`config.mk`:
```
export PLATFORM = sky130hd
export DESIGN_NAME = sort_then_triple_search_unit
export DESIGN_NICKNAME = d
export VERILOG_FILES = /design/src/hdl/sts_pkg.sv /design/src/hdl/sts_cmp.sv /design/src/hdl/sts_mem.sv /design/src/hdl/sts_ctrl.sv /design/src/hdl/sort_then_triple_search_unit.sv
export VERILOG_INCLUDE_DIRS = /design/src /design/src/hdl
export SDC_FILE = /design/constraint.sdc
export NUM_CORES = 2
export LEC_CHECK = 0
export ABC_AREA = 1
export BUFFER_PORTS_ARGS = -buffer_cell sky130_fd_sc_hd__buf_2
export CAP_MARGIN = 0
export CORE_ASPECT_RATIO = 1.1
export CORE_MARGIN = 2
export CORE_UTILIZATION = 40
export CTS_CLUSTER_DIAMETER = 50
export DETAILED_ROUTE_END_ITERATION = 12
export SLEW_MARGIN = 20
export SYNTH_ARGS = -nofsm -noshare
export SYNTH_HDL_FRONTEND = slang
export SYNTH_HIERARCHICAL = 1
export SYNTH_SLANG_ARGS = --single-unit
export TNS_END_PERCENT = 1
```
`constraint.sdc`:
```
create_clock -name clk -period 12 [get_ports clk]
set_input_delay 1.8 -clock clk [delete_from_list [all_inputs] [get_ports clk]]
set_output_delay 1.8 -clock clk [all_outputs]
set_load 0.005 [all_outputs]
```
`src/hdl/sort_then_triple_search_unit_macros.svh`:
```
// Assertion macros for the sort-then-triple-search unit.
// Included by the modules that check their own sequencing; no other dependencies.
`ifndef SORT_THEN_TRIPLE_SEARCH_UNIT_MACROS_SVH
`define SORT_THEN_TRIPLE_SEARCH_UNIT_MACROS_SVH
`ifndef SYNTHESIS
`define STS_ASSERT(lbl, clk, rst_n, prop, msg) \
	lbl: assert property (@(posedge clk) disable iff (!rst_n) prop) else $error(msg);
`define STS_NEVER(lbl, clk, rst_n, cond, msg) \
	lbl: assert property (@(posedge clk) disable iff (!rst_n) !(cond)) else $error(msg);
`else
`define STS_ASSERT(lbl, clk, rst_n, prop, msg)
`define STS_NEVER(lbl, clk, rst_n, cond, msg)
`endif
`endif

```
`src/hdl/sts_pkg.sv`:
```
// Shared constants and types for the sort-then-triple-search unit.
// No dependencies; imported by every module of the block.
`timescale 1ns / 1ps
package sts_pkg;

	localparam int DEPTH_DEFAULT = 32;

	// command codes carried in the input tuser
	localparam logic [1:0] CMD_CLEAR  = 2'd0;
	localparam logic [1:0] CMD_APPEND = 2'd1;
	localparam logic [1:0] CMD_QUERY  = 2'd2;

	// status codes carried in the output tuser
	localparam logic [1:0] STAT_OK       = 2'd0;
	localparam logic [1:0] STAT_OVERFLOW = 2'd1;
	localparam logic [1:0] STAT_ZERO     = 2'd2;

	// largest magnitude that can still be tripled in 32-bit signed
	localparam logic signed [31:0] TRIPLE_MAX = 32'sd715827882;
	localparam logic signed [31:0] TRIPLE_MIN = -32'sd715827882;

	typedef struct packed {
		logic lt;
		logic eq;
	} cmp_res_t;

endpackage

```
`src/hdl/sts_cmp.sv`:
```
// Shared signed comparator used by both the sort passes and the search steps.
// Depends on sts_pkg for the result struct.
`timescale 1ns / 1ps
module sts_cmp
	import sts_pkg::*;
(
	input  logic signed [31:0] a,
	input  logic signed [31:0] b,
	output cmp_res_t           res
);

	assign res.lt = (a < b);
	assign res.eq = (a == b);

endmodule

```
`src/hdl/sts_mem.sv`:
```
// Element store: one write port, one read port with registered read data.
// Depends on sts_pkg only through the common import.
`timescale 1ns / 1ps
module sts_mem
	import sts_pkg::*;
#(
	parameter int DEPTH = DEPTH_DEFAULT,
	parameter int AW    = $clog2(DEPTH)
) (
	input  logic              clk,
	input  logic              we,
	input  logic [AW-1:0]     waddr,
	input  logic [31:0]       wdata,
	input  logic [AW-1:0]     raddr,
	output logic [31:0]       rdata
);

	logic [31:0] mem [DEPTH];
	logic [31:0] rdata_q;

	always_ff @(posedge clk) begin
		if (we) begin
			mem[waddr] <= wdata;
		end
		rdata_q <= mem[raddr];
	end

	assign rdata = rdata_q;

endmodule

```
`src/hdl/sts_ctrl.sv`:
```
// Sequencer: command decode, bubble-sort passes, repeated binary search and result register.
// Depends on sts_pkg and the assertion macros; drives sts_mem and sts_cmp.
`timescale 1ns / 1ps
`include "sort_then_triple_search_unit_macros.svh"
module sts_ctrl
	import sts_pkg::*;
#(
	parameter int DEPTH = DEPTH_DEFAULT,
	parameter int AW    = $clog2(DEPTH),
	parameter int CW    = $clog2(DEPTH + 1)
) (
	input  logic               clk,
	input  logic               arst_n,
	input  logic               s_tvalid,
	output logic               s_tready,
	input  logic [31:0]        s_tdata,
	input  logic [1:0]         s_tuser,
	output logic               m_tvalid,
	input  logic               m_tready,
	output logic [31:0]        m_tdata,
	output logic [1:0]         m_tuser,
	output logic               mem_we,
	output logic [AW-1:0]      mem_waddr,
	output logic [31:0]        mem_wdata,
	output logic [AW-1:0]      mem_raddr,
	input  logic [31:0]        mem_rdata,
	output logic signed [31:0] cmp_a,
	output logic signed [31:0] cmp_b,
	input  cmp_res_t           cmp_res
);

	typedef enum logic [2:0] {
		S_IDLE,
		S_PASS,
		S_FIRST,
		S_CMP,
		S_TAIL,
		S_SRCH,
		S_SCMP,
		S_HOLD
	} state_t;

	state_t             state_q;
	logic [CW-1:0]      count_q;
	logic               sorted_q;
	logic [AW-1:0]      k_q;
	logic [AW-1:0]      lim_q;
	logic [31:0]        cur_q;
	logic [CW-1:0]      lo_q;
	logic [CW-1:0]      hi_q;
	logic [AW-1:0]      mid_q;
	logic signed [31:0] key_q;
	logic [1:0]         stat_q;
	logic               out_valid_q;
	logic [31:0]        out_data_q;
	logic [1:0]         out_user_q;

	logic               accept;
	logic               has_room;
	logic [CW-1:0]      cnt_m1;
	logic [CW:0]        mid_sum;
	logic [CW-1:0]      mid_w;
	logic [31:0]        rd_small;
	logic [31:0]        rd_large;

	assign s_tready = (state_q == S_IDLE);
	assign accept   = s_tvalid && s_tready;
	assign has_room = (count_q < CW'(DEPTH));
	assign cnt_m1   = count_q - CW'(1);
	assign mid_sum  = {1'b0, lo_q} + {1'b0, hi_q};
	assign mid_w    = mid_sum[CW:1];

	// one bubble step: the smaller value settles, the larger one carries on
	assign rd_small = cmp_res.lt ? mem_rdata : cur_q;
	assign rd_large = cmp_res.lt ? cur_q : mem_rdata;

	assign m_tvalid = out_valid_q;
	assign m_tdata  = out_data_q;
	assign m_tuser  = out_user_q;

	always_comb begin
		mem_we    = 1'b0;
		mem_waddr = count_q[AW-1:0];
		mem_wdata = s_tdata;
		mem_raddr = '0;
		cmp_a     = key_q;
		cmp_b     = $signed(mem_rdata);
		unique case (state_q)
			S_IDLE: begin
				mem_we = accept && (s_tuser == CMD_APPEND) && has_room;
			end
			S_FIRST: begin
				mem_raddr = AW'(1);
			end
			S_CMP: begin
				mem_raddr = k_q + AW'(2);
				mem_we    = 1'b1;
				mem_waddr = k_q;
				mem_wdata = rd_small;
				cmp_a     = $signed(mem_rdata);
				cmp_b     = $signed(cur_q);
			end
			S_TAIL: begin
				mem_we    = 1'b1;
				mem_waddr = lim_q;
				mem_wdata = cur_q;
			end
			S_SRCH: begin
				mem_raddr = mid_w[AW-1:0];
			end
			default: begin
			end
		endcase
	end

	always_ff @(posedge clk or negedge arst_n) begin
		if (!arst_n) begin
			state_q     <= S_IDLE;
			count_q     <= '0;
			sorted_q    <= 1'b1;
			k_q         <= '0;
			lim_q       <= '0;
			cur_q       <= '0;
			lo_q        <= '0;
			hi_q        <= '0;
			mid_q       <= '0;
			key_q       <= '0;
			stat_q      <= STAT_OK;
			out_valid_q <= 1'b0;
			out_data_q  <= '0;
			out_user_q  <= STAT_OK;
		end else begin
			// S_HOLD reloads the output register itself
			if (out_valid_q && m_tready && (state_q != S_HOLD)) begin
				out_valid_q <= 1'b0;
			end
			unique case (state_q)
				S_IDLE: begin
					if (accept) begin
						priority if (s_tuser == CMD_CLEAR) begin
							count_q  <= '0;
							sorted_q <= 1'b1;
						end else if (s_tuser == CMD_APPEND) begin
							if (has_room) begin
								count_q  <= count_q + CW'(1);
								sorted_q <= 1'b0;
							end
						end else if (s_tuser == CMD_QUERY) begin
							key_q    <= $signed(s_tdata);
							stat_q   <= STAT_OK;
							sorted_q <= 1'b1;
							lo_q     <= '0;
							hi_q     <= count_q;
							if (!sorted_q && (count_q >= CW'(2))) begin
								lim_q   <= cnt_m1[AW-1:0];
								state_q <= S_PASS;
							end else begin
								state_q <= S_SRCH;
							end
						end else begin
							// drop the unused command code
						end
					end
				end
				S_PASS: begin
					k_q     <= '0;
					state_q <= S_FIRST;
				end
				S_FIRST: begin
					cur_q   <= mem_rdata;
					state_q <= S_CMP;
				end
				S_CMP: begin
					cur_q <= rd_large;
					if (k_q + AW'(1) == lim_q) begin
						state_q <= S_TAIL;
					end else begin
						k_q <= k_q + AW'(1);
					end
				end
				S_TAIL: begin
					lim_q <= lim_q - AW'(1);
					if (lim_q == AW'(1)) begin
						state_q <= S_SRCH;
					end else begin
						state_q <= S_PASS;
					end
				end
				S_SRCH: begin
					if (lo_q >= hi_q) begin
						state_q <= S_HOLD;
					end else begin
						mid_q   <= mid_w[AW-1:0];
						state_q <= S_SCMP;
					end
				end
				S_SCMP: begin
					if (cmp_res.eq) begin
						priority if (key_q == 32'sd0) begin
							stat_q  <= STAT_ZERO;
							state_q <= S_HOLD;
						end else if ((key_q > TRIPLE_MAX) || (key_q < TRIPLE_MIN)) begin
							stat_q  <= STAT_OVERFLOW;
							state_q <= S_HOLD;
						end else begin
							// triple and search the whole store again
							key_q   <= key_q + (key_q <<< 1);
							lo_q    <= '0;
							hi_q    <= count_q;
							state_q <= S_SRCH;
						end
					end else if (cmp_res.lt) begin
						hi_q    <= CW'(mid_q);
						state_q <= S_SRCH;
					end else begin
						lo_q    <= CW'(mid_q) + CW'(1);
						state_q <= S_SRCH;
					end
				end
				S_HOLD: begin
					// hold the result until the output register is free
					if (!out_valid_q || m_tready) begin
						out_valid_q <= 1'b1;
						out_data_q  <= key_q;
						out_user_q  <= stat_q;
						state_q     <= S_IDLE;
					end
				end
				default: begin
					state_q <= S_IDLE;
				end
			endcase
		end
	end

	`STS_NEVER(a_count_bound, clk, arst_n, count_q > CW'(DEPTH),
		"element count beyond depth")
	`STS_NEVER(a_tail_lim, clk, arst_n, (state_q == S_TAIL) && (lim_q == '0),
		"sort tail with zero limit")
	`STS_ASSERT(a_srch_range, clk, arst_n,
		(state_q == S_SRCH) |-> ((lo_q <= hi_q) && (hi_q <= count_q)),
		"search window out of range")
	`STS_ASSERT(a_zero_result, clk, arst_n,
		(out_valid_q && (out_user_q == STAT_ZERO)) |-> (out_data_q == 32'd0),
		"zero status with non-zero value")
	`STS_ASSERT(a_ovf_result, clk, arst_n,
		(out_valid_q && (out_user_q == STAT_OVERFLOW)) |->
		(($signed(out_data_q) > TRIPLE_MAX) || ($signed(out_data_q) < TRIPLE_MIN)),
		"overflow status on a value that can be tripled")

endmodule

```
`src/hdl/sort_then_triple_search_unit.sv`:
```
// Channel     | dir | tdata                  | tuser
// s_*         | in  | [31:0] value           | [1:0] cmd (0 clear, 1 append, 2 query)
// m_*         | out | [31:0] final_value     | [1:0] status (0 ok, 1 overflow, 2 zero)
//
// Clear and append are handled in S_IDLE itself. A query, on an unsorted store of n entries,
// first runs n-1 bubble passes (S_PASS, S_FIRST, S_CMP, S_TAIL) through the single memory
// read port and the shared comparator. Each search round steps through S_SRCH and S_SCMP per
// halving step, a round that misses ends in S_HOLD, and S_HOLD loads the result.
// Reset clears the count and marks the store sorted; element contents are not cleared.
// A finished result waits while the output register is still full; s_tready stays low then.
//
// Top level of the sort-then-triple-search unit; depends on sts_pkg, sts_cmp, sts_mem, sts_ctrl.
`timescale 1ns / 1ps
module sort_then_triple_search_unit
	import sts_pkg::*;
#(
	parameter int DEPTH = DEPTH_DEFAULT
) (
	input  logic        clk,
	input  logic        arst_n,
	input  logic        s_tvalid,
	output logic        s_tready,
	input  logic [31:0] s_tdata,  // [31:0] value
	input  logic [1:0]  s_tuser,  // [1:0] cmd
	output logic        m_tvalid,
	input  logic        m_tready,
	output logic [31:0] m_tdata,  // [31:0] final_value
	output logic [1:0]  m_tuser   // [1:0] status
);

	localparam int AW = $clog2(DEPTH);
	localparam int CW = $clog2(DEPTH + 1);

	logic               mem_we;
	logic [AW-1:0]      mem_waddr;
	logic [31:0]        mem_wdata;
	logic [AW-1:0]      mem_raddr;
	logic [31:0]        mem_rdata;
	logic signed [31:0] cmp_a;
	logic signed [31:0] cmp_b;
	cmp_res_t           cmp_res;

	sts_ctrl #(
		.DEPTH (DEPTH),
		.AW    (AW),
		.CW    (CW)
	) u_ctrl (
		.clk       (clk),
		.arst_n    (arst_n),
		.s_tvalid  (s_tvalid),
		.s_tready  (s_tready),
		.s_tdata   (s_tdata),
		.s_tuser   (s_tuser),
		.m_tvalid  (m_tvalid),
		.m_tready  (m_tready),
		.m_tdata   (m_tdata),
		.m_tuser   (m_tuser),
		.mem_we    (mem_we),
		.mem_waddr (mem_waddr),
		.mem_wdata (mem_wdata),
		.mem_raddr (mem_raddr),
		.mem_rdata (mem_rdata),
		.cmp_a     (cmp_a),
		.cmp_b     (cmp_b),
		.cmp_res   (cmp_res)
	);

	sts_mem #(
		.DEPTH (DEPTH),
		.AW    (AW)
	) u_mem (
		.clk   (clk),
		.we    (mem_we),
		.waddr (mem_waddr),
		.wdata (mem_wdata),
		.raddr (mem_raddr),
		.rdata (mem_rdata)
	);

	sts_cmp u_cmp (
		.a   (cmp_a),
		.b   (cmp_b),
		.res (cmp_res)
	);

endmodule
```
==> results.json <==
{
  "synth-seq-area-share_pct": 63.7,
  "cts_tree": "built",
  "post-cts-setup-buffers": 0,
  "synth_top_family_by_area": "simple AND/OR/NAND/NOR gates",
  "routed_wl_um": 163000,
  "outcome": "finished, final reports clean",
  "first_pass_iters": 6,
  "drv_cap": 0,
  "vias_per_cell": 5.38,
  "drt-initial-drc-count": 3808,
  "powerDensity_nw_per_um2": 295,
  "fmax_mhz": 183,
  "slowest_delay_ns": 0.90,
  "hold_slack_ns": 0.476,
  "grt_max_degree": 183,
  "slew_headroom_pct": 22.1,
  "synthMuxAreaShare_pct": 0.0412,
  "cts_buffers": 117,
  "grt_pass1_wl_um": 241000,
  "finalMaxSlewViolations": 0,
  "period_share_pct": 45.5,
  "peakVddDrop_mv": 0.273,
  "yosys_most_used_dff": "edfxtp_1",
  "timing.final.crit_period_ns": 5.46,
  "vias": 39438,
  "die_w_um": 357,
  "die_area_sq_um": 140000,
  "crit_chain": "nand2_1 -> nor2_4 -> buf_4 -> inv_2 -> o21ai_4 -> buf_4 -> buf_4 -> buf_4 -> nand3_1 -> nand3_1 -> nand2_1 -> nand2_1 -> nand2_1 -> nand2_1 -> nand2_1",
  "syn2layout_area_growth_pct": 10.8,
  "finalSetupViolCount": 0,
  "crit_slowest_cell": "buf_4",
  "ios": 74,
  "arrival_ns": 6.07,
  "post_cts_resized": 0,
  "ant_nets": 0,
  "crit_top_cell": "nand2_1",
  "crit_path_start_kind": "register",
  "r2r_slack_ns": 6.54,
  "synth_seq_cells": 1194,
  "crit_buf_inv": 5,
  "fillCellCount": 12673,
  "crit_family": "buffers and inverters",
  "power_mw": 17.9,
  "setup_ws_ns": 6.54,
  "antenna_found_initial": 4,
  "core_sq_um": 136000,
  "hold_path.class": "register to register",
  "hold_viol_final": 0,
  "cts_num_sinks": 1194,
  "ys_types": 50,
  "async_flop_share_pct": 11.6,
  "dp_worst_setup_slack_ns": 6.52,
  "place_inst": 7103,
  "holdBufCountCts": 0,
  "grt-ovfl-total": 0,
  "synth.avg_cell_area_sq_um": 10.1,
  "insertion_delay_ns": 0.75,
  "grt_pass1_vias": 37038,
  "htree_levels": 3,
  "tns_ns": 0,
  "finalNonFillerCells": 7326,
  "p_leak_nw": 24.1,
  "globalplace.congestion": 0.935,
  "drc": 0,
  "worstSetupPathType": "register to register",
  "regArea_sq_um": 34800,
  "yosys-top-cells-area": "edfxtp_1 (56%), nand2_1 (14%), nand3_1 (8.1%), dfrtp_1 (6.3%), ha_1 (3.2%)",
  "synth_simple_gate_area_share_pct": 24.0,
  "yosysTopAreaCell": "edfxtp_1",
  "grt_usage_pct": 23.1,
  "yosysWarnings": 6,
  "synth_edf_count": 1024,
  "wl_per_cell_um": 22.3,
  "synth_xor_area_share_pct": 0.256,
  "die_h_um": 392,
  "cp_max_fo": 72,
  "clock_path_buffers": 3,
  "port_buffers": 73,
  "nets": 5602,
  "dpl.hpwl_um": 87900,
  "synth_nets": 5590,
  "max_slew.worst_pin.slew_ns": 1.17,
  "multi_input_area_sq_um": 17400,
  "fin_skew_ns": 0.0513,
  "layout-drive-gt1-share_pct": 7.82,
  "yosys.area_share.adder_pct": 3.28,
  "clkTransAtPathRegs_ns": 0.06,
  "worstPathRequired_ns": 12.62,
  "synth_top_area_share_pct": 56.2,
  "cp-end-kind": "register",
  "syn_inst": 5410,
  "rows": 142,
  "start_util_pct": 40.2,
  "ctsRootBufferMaster": "clkbuf_16",
  "rsz0062_at_grt": "false",
  "syn_area_sq_um": 54700,
  "synth-compound-area-share_pct": 3.48
}
-- cell families (layout without fill, tap and decap cells) --
kind of cell | Yosys count | count (layout)
compound gates | 341 | 341
fa+ha+maj | 142 | 142
flops | 1194 | 1194
other cells | 0 | 1
xor+xnor | 16 | 16
buf+inv | 556 | 671
mux | 2 | 2
simple gates | 3159 | 3159
-- path summary, 6_finish.rpt --
| kind | startpoint | end | cells past startpoint |
|---|---|---|---|
| max | u_ctrl/state_q[0] | u_mem/rdata[5] | 15 |
| min | u_ctrl/hi_q[5] | u_ctrl/hi_q[5] | 2 |
| max reg2reg | u_ctrl/state_q[0] | u_mem/rdata[5] | 15 |
| min reg2reg | u_ctrl/hi_q[5] | u_ctrl/hi_q[5] | 2 |
| max in group asynchronous | arst_n | u_ctrl/m_tdata[21] | 2 |
| min in group asynchronous | arst_n | u_ctrl/m_tdata[3] | 1 |
-- flip-flops by register name (all words and copies together) (netlist names), 6 cells and up --
| register | count |
|---|---|
| u_ctrl/hi_q | 6 |
| u_mem/mem | 1024 |
| u_ctrl/key_q | 32 |
| u_mem/rdata | 32 |
| u_ctrl/cur_q | 32 |
| u_ctrl/m_tdata | 32 |
| u_ctrl/count_q | 6 |
| u_ctrl/lo_q | 6 |
-- per-layer routing --
layer	vias to the layer above	share of wire, %	global-route usage [%]
met5	-	0.0074	0
met4	2	3.5	8.68
met3	294	7.2	2.99
met2	1469	48	38.4
met1	19263	41	31.0
li1	18410	-	-
-- tightest hold or removal path, stage by stage, from the launching register on --
cell     delay [ns]
dfrtp_1        0.34
nand2_1        0.06
nand2_1        0.05
-- cell usage after synthesis, types with 4 or more instances --
master and n:
a21oi_1 61, a31oi_1 4, buf_1 19, buf_2 95, buf_4 25, buf_6 66
clkbuf_1 67, dfrtp_1 137, dfxtp_1 32, edfxtp_1 1024, ha_1 140, inv_1 266
inv_2 11, nand2_1 2058, nand2_2 4, nand3_1 888, nand4_1 34, nor2_1 145
nor2_2 4, nor3_1 16, o211ai_1 19, o21ai_0 200, o21ai_1 9, o21bai_1 11
o221ai_1 20, o22ai_1 7, xnor2_1 4, xor2_1 12
-- where the power goes --
group	switching (mW)	internal (mW)
Sequential	0.325	6.00
Combinational	5.83	2.05
Clock	1.61	2.08
-- cells in the final DEF, fill, tap and decap left out, types with 5 or more instances in the layout --
cell | synthesis | final
o211ai_1 | 19 | 19
nand2_1 | 2058 | 2056
nor2_1 | 145 | 111
clkinv_2 | 0 | 20
nor2_4 | 0 | 33
o21bai_1 | 11 | 11
nand3_1 | 888 | 888
clkinv_1 | 3 | 21
bufinv_16 | 0 | 9
buf_4 | 25 | 93
o221ai_2 | 0 | 12
buf_2 | 95 | 72
edfxtp_1 | 1024 | 1024
o21ai_1 | 9 | 8
clkbuf_1 | 67 | 27
a21oi_1 | 61 | 61
nand4_1 | 34 | 34
inv_6 | 0 | 9
ha_1 | 140 | 140
dfrtp_1 | 137 | 137
nor2_2 | 4 | 5
clkbuf_8 | 0 | 9
clkbuf_16 | 0 | 118
dfxtp_1 | 32 | 32
xor2_1 | 12 | 12
o21ai_0 | 200 | 197
o22ai_1 | 7 | 7
inv_2 | 11 | 10
nor3_1 | 16 | 16
inv_1 | 266 | 264
-- stage by stage --
| stage | util [%] | area (sq um) |
|---|---|---|
| detailed placement | 41.7 | 56700 |
| global placement | 41.7 | 56700 |
| finish | 44.6 | 60600 |
| floorplan | - | 54700 |
| CTS | 44.6 | 60600 |
| global route | 44.6 | 60600 |
-- cell type report --
class,count,share of cell area (%)
Sequential cell,1194,57.5
Multi-Input combinational cell,3660,28.8
Clock buffer,154,5.24
Tap cell,1800,3.72
Timing Repair Buffer,168,1.82
Inverter,281,1.79
Clock inverter,68,1.15
Antenna cell,1,0.00413
(Power assumes the default switching activity.)
